===== src/rtl/core/adsr_pkg.sv =====
`default_nettype none

package adsr_pkg;

  // Configuration register indexes.
  typedef logic [2:0] cfg_index_t;

  localparam cfg_index_t REG_NOTE_LENGTH   = 3'd0;
  localparam cfg_index_t REG_ATTACK_COUNT  = 3'd1;
  localparam cfg_index_t REG_DECAY_COUNT   = 3'd2;
  localparam cfg_index_t REG_RELEASE_COUNT = 3'd3;
  localparam cfg_index_t REG_SUSTAIN_GAIN  = 3'd4;

  // Envelope phase of the sample being processed.
  typedef enum logic [3:0] {
    PH_ATTACK  = 4'b0001,
    PH_DECAY   = 4'b0010,
    PH_RELEASE = 4'b0100,
    PH_SUSTAIN = 4'b1000
  } phase_t;

  // Sequencer states.
  typedef enum logic [8:0] {
    S_IDLE  = 9'b000000001,
    S_PREP1 = 9'b000000010,
    S_PREP2 = 9'b000000100,
    S_MUL   = 9'b000001000,
    S_DIVS  = 9'b000010000,
    S_DIV   = 9'b000100000,
    S_GAIN  = 9'b001000000,
    S_SCALE = 9'b010000000,
    S_OUT   = 9'b100000000
  } state_t;

endpackage

`default_nettype wire


===== src/rtl/core/adsr_if.sv =====
`default_nettype none

// Input channel: one audio sample per request.
interface adsr_in_if #(
  parameter int W = 16
) ();
  logic                valid;
  logic                ready;
  logic signed [W-1:0] sample_in;

  modport source (output valid, output sample_in, input ready);
  modport sink (input valid, input sample_in, output ready);
endinterface

// Output channel: one scaled sample per request.
interface adsr_out_if #(
  parameter int W = 16
) ();
  logic                valid;
  logic                ready;
  logic signed [W-1:0] sample_out;
  logic                note_end;

  modport source (output valid, output sample_out, output note_end, input ready);
  modport sink (input valid, input sample_out, input note_end, output ready);
endinterface

`default_nettype wire


===== src/rtl/core/adsr_mul.sv =====
`default_nettype none

// Shared signed multiplier with a registered product.
module adsr_mul #(
  parameter int AW = 25,
  parameter int BW = 18
) (
  input  wire logic                    clk,
  input  wire logic                    en,
  input  wire logic signed [AW-1:0]    a,
  input  wire logic signed [BW-1:0]    b,
  output logic signed [AW+BW-1:0]      p
);

  always_ff @(posedge clk) begin
    if (en) begin
      p <= a * b;
    end
  end

endmodule

`default_nettype wire


===== src/rtl/core/adsr_div.sv =====
`default_nettype none

// Restoring divider, one quotient bit per cycle. The dividend is known to be
// below divisor * 2**QW, so the quotient fits in QW bits and the upper part
// of the dividend seeds the remainder directly.
module adsr_div #(
  parameter int DW = 24,
  parameter int QW = 16
) (
  input  wire logic             clk,
  input  wire logic             rst,
  input  wire logic             start,
  input  wire logic [DW+QW-1:0] dividend,
  input  wire logic [DW-1:0]    divisor,
  output logic [QW-1:0]         quotient,
  output logic                  done
);

  localparam int CNTW = $clog2(QW + 1);

  logic [DW-1:0]   rem;
  logic [QW-1:0]   low;
  logic [DW-1:0]   den;
  logic [CNTW-1:0] cnt;
  logic            busy;
  logic [DW:0]     trial;
  logic [DW:0]     diff;
  logic            ge;

  // One compare and subtract per step.
  assign trial = {rem, low[QW-1]};
  assign diff  = trial - {1'b0, den};
  assign ge    = trial >= {1'b0, den};

  always_ff @(posedge clk) begin
    if (rst) begin
      busy <= 1'b0;
      done <= 1'b0;
      cnt  <= '0;
    end else begin
      done <= 1'b0;
      if (start) begin
        busy <= 1'b1;
        cnt  <= '0;
      end else if (busy) begin
        cnt <= cnt + 1'b1;
        if (cnt == CNTW'(QW - 1)) begin
          busy <= 1'b0;
          done <= 1'b1;
        end
      end
    end
  end

  // Datapath registers carry no reset.
  always_ff @(posedge clk) begin
    if (start) begin
      rem <= dividend[DW+QW-1:QW];
      low <= dividend[QW-1:0];
      den <= divisor;
    end else if (busy) begin
      rem      <= ge ? diff[DW-1:0] : trial[DW-1:0];
      low      <= {low[QW-2:0], 1'b0};
      quotient <= {quotient[QW-2:0], ge};
    end
  end

endmodule

`default_nettype wire


===== src/rtl/core/adsr_envelope_shaper_top.sv =====
// ADSR envelope shaper: scales each sample by an attack/decay/release/sustain gain.
// A ramp phase runs the sequencer through S_PREP1, S_PREP2, S_MUL, S_DIVS, S_DIV, S_GAIN,
// S_SCALE and S_OUT; sustain goes from S_PREP2 straight to S_SCALE. The bit-serial divider dominates the ramp path.
// One sample is worked on at a time: a new request is taken only once the last result is loaded for output.
// The input is taken again while a finished result waits in the output register.
// Reset (synchronous, active high) restores the register defaults, zeroes the index.
`default_nettype none

module adsr_envelope_shaper_top #(
  parameter int COUNT_WIDTH    = 24,
  parameter int SAMPLE_WIDTH   = 16,
  parameter int GAIN_FRAC_BITS = 16
) (
  input  wire logic                 clk,
  input  wire logic                 rst,
  input  wire logic                 cfg_we,
  input  wire adsr_pkg::cfg_index_t cfg_index,
  input  wire logic [((COUNT_WIDTH > GAIN_FRAC_BITS) ? COUNT_WIDTH
                      : GAIN_FRAC_BITS + 1)-1:0] cfg_data,
  adsr_in_if.sink                   in_ch,
  adsr_out_if.source                out_ch
);

  import adsr_pkg::*;

  localparam int CW = COUNT_WIDTH;
  localparam int SW = SAMPLE_WIDTH;
  localparam int GF = GAIN_FRAC_BITS;
  localparam int MA = ((CW > SW) ? CW : SW) + 1;
  localparam int MB = GF + 2;
  localparam logic [GF:0] UNITY = (GF + 1)'(1) << GF;

  // Configuration registers.
  logic [CW-1:0] note_length;
  logic [CW-1:0] attack_count;
  logic [CW-1:0] decay_count;
  logic [CW-1:0] release_count;
  logic [GF:0]   sustain_gain;

  // Note position.
  logic [CW-1:0] sample_index;

  // Sequencer and working registers.
  state_t               state;
  phase_t               phase;
  logic signed [SW-1:0] sample;
  logic [CW-1:0]        idx;
  logic                 last;
  logic [CW:0]          ad_sum;
  logic [CW:0]          rel_start;
  logic                 rel_ok;
  logic [CW-1:0]        op_x;
  logic [GF:0]          op_m;
  logic [CW-1:0]        op_den;
  logic [GF:0]          gain;

  // Output register.
  logic                 out_valid;
  logic signed [SW-1:0] out_sample;
  logic                 out_last;

  // Shared units.
  logic                    mul_en;
  logic signed [MA-1:0]    mul_a;
  logic signed [MB-1:0]    mul_b;
  logic signed [MA+MB-1:0] prod;
  logic                    div_start;
  logic [GF-1:0]           quot;
  logic                    div_done;

  // Combinational helpers.
  logic [CW-1:0] last_pos;
  logic          beyond;
  logic [CW:0]   total;
  logic [CW+1:0] rel_diff;
  logic [GF:0]   sustain_sat;
  logic          is_att;
  logic          is_dec;
  logic          is_rel;
  logic [CW:0]   rel_off;
  logic          out_load;

  // Configuration writes; unknown indexes are ignored.
  always_ff @(posedge clk) begin
    if (rst) begin
      note_length   <= CW'(44100);
      attack_count  <= CW'(441);
      decay_count   <= CW'(441);
      release_count <= CW'(441);
      sustain_gain  <= (GF + 1)'(1) << (GF - 1);
    end else if (cfg_we) begin
      unique case (cfg_index)
        REG_NOTE_LENGTH:   note_length   <= cfg_data[CW-1:0];
        REG_ATTACK_COUNT:  attack_count  <= cfg_data[CW-1:0];
        REG_DECAY_COUNT:   decay_count   <= cfg_data[CW-1:0];
        REG_RELEASE_COUNT: release_count <= cfg_data[CW-1:0];
        REG_SUSTAIN_GAIN:  sustain_gain  <= cfg_data[GF:0];
        default: ;
      endcase
    end
  end

  // First prep step: clamp the index into the note and find the window bounds.
  assign last_pos    = (note_length == '0) ? '0 : note_length - 1'b1;
  assign beyond      = sample_index >= last_pos;
  assign total       = {1'b0, last_pos} + 1'b1;
  assign rel_diff    = {1'b0, total} - {2'b00, release_count};
  assign sustain_sat = (sustain_gain > UNITY) ? UNITY : sustain_gain;

  // Second prep step: phase decision in priority order.
  assign is_att  = idx < attack_count;
  assign is_dec  = (decay_count != '0) && ({1'b0, idx} < ad_sum);
  assign is_rel  = rel_ok && ({1'b0, idx} >= rel_start);
  assign rel_off = {1'b0, idx} - rel_start;

  // Multiplier operands: ramp numerator first, final scaling later.
  always_comb begin
    if (state == S_SCALE) begin
      mul_a = {{(MA - SW){sample[SW-1]}}, sample};
      mul_b = {1'b0, gain};
    end else begin
      mul_a = {{(MA - CW){1'b0}}, op_x};
      mul_b = {1'b0, op_m};
    end
  end

  assign mul_en    = (state == S_MUL) || (state == S_SCALE);
  assign div_start = (state == S_DIVS);
  assign out_load  = (state == S_OUT) && (!out_valid || out_ch.ready);

  adsr_mul #(
    .AW(MA),
    .BW(MB)
  ) u_mul (
    .clk(clk),
    .en (mul_en),
    .a  (mul_a),
    .b  (mul_b),
    .p  (prod)
  );

  adsr_div #(
    .DW(CW),
    .QW(GF)
  ) u_div (
    .clk     (clk),
    .rst     (rst),
    .start   (div_start),
    .dividend(prod[CW+GF-1:0]),
    .divisor (op_den),
    .quotient(quot),
    .done    (div_done)
  );

  // Sequencer.
  always_ff @(posedge clk) begin
    if (rst) begin
      state        <= S_IDLE;
      sample_index <= '0;
    end else begin
      unique case (state)
        S_IDLE: begin
          if (in_ch.valid) state <= S_PREP1;
        end
        S_PREP1: state <= S_PREP2;
        S_PREP2: begin
          sample_index <= last ? '0 : idx + 1'b1;
          if (is_att || is_dec || is_rel) begin
            state <= S_MUL;
          end else begin
            state <= S_SCALE;
          end
        end
        S_MUL:  state <= S_DIVS;
        S_DIVS: state <= S_DIV;
        S_DIV: begin
          if (div_done) state <= S_GAIN;
        end
        S_GAIN:  state <= S_SCALE;
        S_SCALE: state <= S_OUT;
        S_OUT: begin
          if (out_load) state <= S_IDLE;
        end
        default: state <= S_IDLE;
      endcase
    end
  end

  // Working registers.
  always_ff @(posedge clk) begin
    unique case (state)
      S_IDLE: begin
        sample <= in_ch.sample_in;
      end
      S_PREP1: begin
        idx       <= beyond ? last_pos : sample_index;
        last      <= beyond;
        ad_sum    <= {1'b0, attack_count} + {1'b0, decay_count};
        rel_start <= rel_diff[CW:0];
        rel_ok    <= (release_count != '0) && !rel_diff[CW+1];
      end
      S_PREP2: begin
        if (is_att) begin
          phase  <= PH_ATTACK;
          op_x   <= idx;
          op_m   <= UNITY;
          op_den <= attack_count;
        end else if (is_dec) begin
          phase  <= PH_DECAY;
          op_x   <= idx - attack_count;
          op_m   <= UNITY - sustain_sat;
          op_den <= decay_count;
        end else if (is_rel) begin
          phase  <= PH_RELEASE;
          op_x   <= rel_off[CW-1:0];
          op_m   <= UNITY;
          op_den <= release_count;
        end else begin
          phase <= PH_SUSTAIN;
          gain  <= sustain_sat;
        end
      end
      S_GAIN: begin
        // Attack rises from zero; decay and release fall from unity.
        if (phase == PH_ATTACK) begin
          gain <= {1'b0, quot};
        end else begin
          gain <= UNITY - {1'b0, quot};
        end
      end
      default: ;
    endcase
  end

  // Output register: holds one result while the next request is worked on.
  always_ff @(posedge clk) begin
    if (rst) begin
      out_valid <= 1'b0;
    end else if (out_load) begin
      out_valid <= 1'b1;
    end else if (out_ch.ready) begin
      out_valid <= 1'b0;
    end
  end

  always_ff @(posedge clk) begin
    if (out_load) begin
      out_sample <= prod[GF+SW-1:GF];
      out_last   <= last;
    end
  end

  assign in_ch.ready       = (state == S_IDLE);
  assign out_ch.valid      = out_valid;
  assign out_ch.sample_out = out_sample;
  assign out_ch.note_end   = out_last;

endmodule

`default_nettype wire


===== src/flat_wrapper.sv =====
// flat-port wrapper written by rule: the top's interface ports become plain ports
module adsr_envelope_shaper_top_flat import adsr_pkg::*;
#(
  parameter int COUNT_WIDTH    = 24,
  parameter int SAMPLE_WIDTH   = 16,
  parameter int GAIN_FRAC_BITS = 16
)
  (clk, rst, cfg_we, cfg_index, cfg_data, in_ch_valid, in_ch_sample_in, in_ch_ready, out_ch_valid, out_ch_sample_out, out_ch_note_end, out_ch_ready);
  adsr_in_if #(.W((16))) in_ch_i ();
  adsr_out_if #(.W((16))) out_ch_i ();
  input  wire logic clk;
  input  wire logic rst;
  input  wire logic cfg_we;
  input  wire adsr_pkg::cfg_index_t cfg_index;
  input  wire logic [((COUNT_WIDTH > GAIN_FRAC_BITS) ? COUNT_WIDTH
                      : GAIN_FRAC_BITS + 1)-1:0] cfg_data;
  input wire logic [$bits(in_ch_i.valid)-1:0] in_ch_valid;
  input wire logic [$bits(in_ch_i.sample_in)-1:0] in_ch_sample_in;
  output wire logic [$bits(in_ch_i.ready)-1:0] in_ch_ready;
  output wire logic [$bits(out_ch_i.valid)-1:0] out_ch_valid;
  output wire logic [$bits(out_ch_i.sample_out)-1:0] out_ch_sample_out;
  output wire logic [$bits(out_ch_i.note_end)-1:0] out_ch_note_end;
  input wire logic [$bits(out_ch_i.ready)-1:0] out_ch_ready;
  assign in_ch_i.valid = in_ch_valid;
  assign in_ch_i.sample_in = in_ch_sample_in;
  assign in_ch_ready = in_ch_i.ready;
  assign out_ch_valid = out_ch_i.valid;
  assign out_ch_sample_out = out_ch_i.sample_out;
  assign out_ch_note_end = out_ch_i.note_end;
  assign out_ch_i.ready = out_ch_ready;
  adsr_envelope_shaper_top #(.COUNT_WIDTH(COUNT_WIDTH), .SAMPLE_WIDTH(SAMPLE_WIDTH), .GAIN_FRAC_BITS(GAIN_FRAC_BITS)) u_core (.clk(clk), .rst(rst), .cfg_we(cfg_we), .cfg_index(cfg_index), .cfg_data(cfg_data), .in_ch(in_ch_i), .out_ch(out_ch_i));
endmodule

===== config.mk =====
export PLATFORM = sky130hd
export DESIGN_NAME = adsr_envelope_shaper_top_flat
export DESIGN_NICKNAME = d
export VERILOG_FILES = /design/src/rtl/core/adsr_pkg.sv /design/src/rtl/core/adsr_if.sv /design/src/rtl/core/adsr_mul.sv /design/src/rtl/core/adsr_div.sv /design/src/rtl/core/adsr_envelope_shaper_top.sv /design/src/flat_wrapper.sv
export SDC_FILE = /design/constraint.sdc
export NUM_CORES = 2
export LEC_CHECK = 0
export BUFFER_PORTS_ARGS = -buffer_cell sky130_fd_sc_hd__buf_2
export CAP_MARGIN = 10
export CORE_ASPECT_RATIO = 0.7
export CORE_MARGIN = 2
export CORE_UTILIZATION = 40
export DETAILED_ROUTE_END_ITERATION = 7
export REMOVE_ABC_BUFFERS = 1
export SLEW_MARGIN = 30
export SYNTH_ARGS = -nofsm -noshare
export SYNTH_HDL_FRONTEND = slang
export SYNTH_HIERARCHICAL = 1
export SYNTH_SLANG_ARGS = --single-unit

===== constraint.sdc =====
create_clock -name clk -period 14.7 [get_ports clk]
set_clock_uncertainty 0.1 [all_clocks]
set_input_delay 1.47 -clock clk [delete_from_list [all_inputs] [get_ports clk]]
set_output_delay 1.47 -clock clk [all_outputs]
set_load 0.01 [all_outputs]

== After elaboration in Yosys (flattened, before gate mapping) ==
Cells that the tools add are included.

* Output and inout bits: 19
* Bits of input ports: 48
* Logic and storage cells: 138
* Register bits: 469

* $lt $le $gt $ge: 6
* Equality and inequality tests: 21
* Bitwise gates (word level): 2
* Multiply operators: 1
* Muxes and demuxes: 37
* Reductions and logical operators: 30
* Add/subtract/negate cells: 11

{| class="wikitable"
|+ Operator list
! cell !! count
|-
| 24-bit 2-to-1 mux || 12
|-
| 17-bit 2-to-1 mux || 8
|-
| 9-bit one-hot mux with 9 select lines || 1
|-
| 24-bit subtractor || 3
|-
| 24-bit nonzero test || 2
|-
| 25-bit by 18-bit multiplier with 40-bit output || 1
|-
| 17-bit one-hot mux with 2 select lines || 1
|-
| 16-bit 2-to-1 mux || 2
|-
| 9-bit 2-to-1 mux || 3
|-
| 25-bit by 24-bit subtractor with 26-bit output || 1
|-
| 24-bit by 1-bit adder with 25-bit output (second input constant) || 1
|-
| 24-bit by 24-bit adder with 25-bit output || 1
|-
| 24-bit by 25-bit greater-or-equal comparator with 1-bit output || 1
|-
| 25-bit by 24-bit greater-or-equal comparator with 1-bit output || 1
|-
| 24-bit by 25-bit < comparator with 1-bit output || 1
|-
| 25-bit 2-to-1 mux || 1
|-
| 24-bit by 1-bit adder with 24-bit output (second input constant) || 1
|-
| 24-bit greater-or-equal comparator || 1
|-
| 24-bit logical NOT || 1
|-
| 24-bit < comparator || 1
|-
| 24-bit by 1-bit subtractor with 24-bit output (second input constant) || 1
|-
| 17-bit greater-than comparator (second input constant) || 1
|-
| 17-bit by 16-bit subtractor with 17-bit output (first input constant) || 1
|-
| 17-bit subtractor (first input constant) || 1
|-
| other kinds (33) || 60
|}

== Depth between registers and ports, before layout ==
* Depth after elaboration: 6
* Mapped depth: 32

== By module ==
Netlist, hierarchy kept.

{| class="wikitable"
|+ By module, submodules not included
! module !! area an instance (um2) !! cells each !! instances !! seq. area each (um2)
|-
| adsr_envelope_shaper_top || 20734.9 || 2278 || 1 || 8798.4
|-
| adsr_mul || 17370.4 || 1879 || 1 || 1291.2
|-
| adsr_div || 4699.5 || 388 || 1 || 2542.4
|}

== Least setup slack after synthesis ==
No wires, ideal clock.

* Path kind: register to register
* Start point: register u_core.state[4]
* End point: register u_core/u_mul/p[42] (netlist name)
* Stages on the path, launching flop included: 33
* Buffers on the path: 4
* Arrival: 8.234 ns
* Setup slack: 6.106 ns
* Clock period less this slack: 8.594 ns
* Path through: dfxtp_1 > nor2_1 > or4b_1 > or3_1 > or3b_1 > clkbuf_1 > nor2_1 > a21o_1 > clkbuf_1 > clkbuf_1 > nand2_1 > fa_1 > inv_1 > fa_1 > inv_1 > fa_1 > inv_1 > fa_1 > fa_1 > inv_1 > fa_1 > inv_1 > ha_1 > buf_2 > nand4_1 > or3_1 > or3_1 > a21oi_1 > nor3_1 > a2111oi_2 > o311ai_1 > a21oi_1 > xnor2_1

{| class="wikitable"
|+ RTL lines
! what !! RTL line !! RTL
|-
| from (decl) || adsr_envelope_shaper_top.sv:44 || <nowiki>state_t state;</nowiki>
|-
| from (signal assigned) || adsr_envelope_shaper_top.sv:158 || <nowiki>state <= S_IDLE;</nowiki>
|-
| from (signal assigned) || adsr_envelope_shaper_top.sv:163 || <nowiki>if (in_ch.valid) state <= S_PREP1;</nowiki>
|-
| from (signal assigned) || adsr_envelope_shaper_top.sv:165 || <nowiki>S_PREP1: state <= S_PREP2;</nowiki>
|}

== Final worst setup path ==
* Start point: register u_core.state[4]
* End point: register u_core.u_mul.p[33], data pin

* Longest elaborated chain between the ends: 3

{| class="wikitable"
|+ Ends and longest elaborated chain
! what !! RTL line !! RTL
|-
| 9-bit by 8-bit == test with 1-bit output || adsr_envelope_shaper_top.sv:118 || <nowiki>if (state == S_SCALE) begin</nowiki>
|-
| 25-bit 2-to-1 mux || adsr_envelope_shaper_top.sv:118 ||
|-
| via u_core.mul_a[24] || adsr_envelope_shaper_top.sv:64 || <nowiki>logic signed [MA-1:0] mul_a;</nowiki>
|-
| 25-bit by 18-bit multiplier with 40-bit output || adsr_mul.sv:17 || <nowiki>p <= a * b;</nowiki>
|-
| to (signal assigned) || adsr_mul.sv:17 ||
|-
| to (decl) || adsr_mul.sv:12 || <nowiki>output logic signed [AW+BW-1:0] p</nowiki>
|}

The timed path passes the listed nets, and every way through them passes these cells.
A chain may end at the register's enable or synchronous reset.

==> out/results.tsv <==
stage	metric	value	unit
hold_path	whs_endpoint	u_core/u_div/den[20]	
global_route	grt-ovfl-total	0	
die	initial_core_util	40.4	%
clock_tree	max-clock-path-buffers	3	
pwr	power.density	108	nW/um^2
yosys	synthCells	4479	
clock_tree	path_clk_slew	60	ps
yosys	yosys_warnings	6	
final_layout	n_fill_cell	10300	
sta	worstMarginPinSlew	1080	ps
sta	setup_viol	0	
critical_path	critical_path.top_delay_family	adder cells	
sta	fin_crit_sh	63.9	%
pwr	power_leakage	19.7	nW
sta	setup_ws	5310	ps
run_status	outcome	completed	
drt	wl_per_cell	21.2	um
critical_path	crit_top_cell	fa_1	
final_layout	layout.nets	5226	
placement	place_ws	5450	ps
final_layout	area_delta_synth_final	8.09	%
sta	finalCriticalPeriod	9390	ps
clock_tree	ctsResizeCount	0	
hold_path	hp-class	reg2reg	
hold_path	hold_depth	0	
die	rows	99	
yosys	synth_area_per_cell	9.40	um^2
drt	drc	0	
clock_tree	clock-sinks	469	
clock_tree	clock_latency	650	ps
drt	vias	31800	
critical_path	cp_max_fo	43	
global_route	antenna_found_initial	6	
drt	drt-initial-drc-count	3190	
critical_path	crit_type	reg2reg	
critical_path	r2r_start	u_core/state[4]	
sta	rsz0062_at_grt	no	
sta	hold_viol	0	
sta	slew_headroom	27.3	%
sta	timing.hold.ws	317	ps
die	die_h	275	um
critical_path	crit_path_end_kind	flip-flop	
placement	gp_congestion	0.927	
die	design.die.area	108000	um^2
die	num_io_pins	67	
yosys	synth_area	42100	um^2
critical_path	cp_num_cells	28	
critical_path	start_kind	flip-flop	
final_layout	drive_gt1_share	6.73	%
critical_path	reg2reg_to	u_core/u_mul/p[33]	
final_layout	regArea	12500	um^2
die	die_x	392	um
clock_tree	cts_buffers	51	
critical_path	critPathMaxStageDelay	570	ps
drt	first_pass_iters	5	
critical_path	worstPathRequired	14980	ps
placement	port_buffers	66	
job	drv_cap	0	
drt	drtAntennaViolNets	0	
critical_path	cp_slowest_cell	a21o_1	
clock_tree	htreeDepth	2	
clock_tree	cts_tree	yes	
drt	post_drt_via_cell_ratio	5.38	
critical_path	reg2reg_depth	28	
final_layout	finish.utilization	43.6	%
clock_tree	hold_buffers	0	
global_route	grt_pass1_vias	30900	
critical_path	reg2reg_slack	5310	ps
drt	totalWireLength	125000	um
die	core_area	104000	um^2
clock_tree	cts_setup_buffers	0	
sta	fmax	0.107	GHz
global_route	grt_pass1_wl	192000	um
clock_tree	cts_root_buf	clkbuf_16	
global_route	grt_max_degree	80	
sta	setup_tns	0	ps
critical_path	path_buf_inv	7	
critical_path	arrival	9660	ps
placement	dp_hpwl	95600	um
sta	drv_slew	0	
pwr	max-vdd-ir-drop	0.000112	V
global_route	grt_usage	23.5	%
final_layout	multi_input_comb_area	26300	um^2
hold_path	worstHoldStart	u_core/op_den[20]	
routing by layer:
metal / track usage (%) / part of all wire, % / up-vias
met5: 0 / 0.010 / -
met4: 4.69 / 2.0 / 2
met3: 5.17 / 10 / 139
met2: 32.2 / 39 / 1270
met1: 37.3 / 49 / 15700
li1: - / - / 14700
state kept, by name, indices dropped and copies added (netlist names), 9 cells and up:
register,count
u_core/u_mul/p,40
u_core/sustain_gain,17
u_core/state,9
u_core/u_div/low,16
u_core/op_m,17
u_core/release_count,24
u_core/rel_start,25
u_core/sample,16
u_core/idx,24
u_core/sample_index,24
u_core/u_div/den,24
u_core/attack_count,24
u_core/ad_sum,25
u_core/note_length,24
u_core/op_den,24
u_core/u_div/quotient,16
u_core/op_x,24
u_core/decay_count,24
u_core/gain,17
u_core/out_ch.sample_out,16
u_core/u_div/rem,24
cell usage in the layout, fill, tap and decap left out, types with 51 or more instances in the layout:
master / n
inv_1: 687
fa_1: 433
o21ai_0: 165
edfxtp_1: 315
a21o_1: 64
clkbuf_16: 54
mux2_2: 57
nor2_1: 212
a21oi_1: 271
xor2_1: 58
and2_1: 175
nand2_1: 644
ha_1: 301
nor3_1: 51
buf_2: 65
dfxtp_1: 154
xnor2_1: 134
stage by stage:
step / power [mW] / instances / area [um^2]
after global placement: 3.51 / 5804 / 43800
after CTS: 4.89 / 5900 / 45500
final: 4.89 / 5901 / 45500
after detailed placement: 3.50 / 5805 / 43800
after global routing: 5.18 / 5900 / 45500
after floorplan: 2.93 / 4299 / 41400
where the power goes:
group / switching, mW / internal (mW) / total (mW)
Combinational: 1.19 / 0.716 / 1.91
Sequential: 0.0745 / 1.55 / 1.63
Clock: 0.603 / 0.756 / 1.36
final cells by class:
type | count | area share (%)
sequential | 469 | 27.6
antenna | 1 | 0.00550
inverter | 690 | 5.70
timing repair buffer | 92 | 1.18
clock buffer | 67 | 3.19
multi-input combinational | 3140 | 57.9
clock inverter | 28 | 0.605
tap | 1414 | 3.89
worst max path at each step:
stage | startpoint | endpoint | slack, ps
2_1_floorplan | u_core/state[4] | u_core/u_mul/p[33] | 5790
3_5_place_dp | u_core/state[4] | u_core/u_mul/p[33] | 5450
4_1_cts | u_core/state[4] | u_core/u_mul/p[33] | 5400
6_report | u_core/state[4] | u_core/u_mul/p[33] | 5310
5_1_grt | u_core/state[4] | u_core/u_mul/p[37] | 4950
3_3_place_gp | u_core/state[4] | u_core/u_mul/p[37] | 5610
No activity file was read; power rests on OpenSTA's default activity.
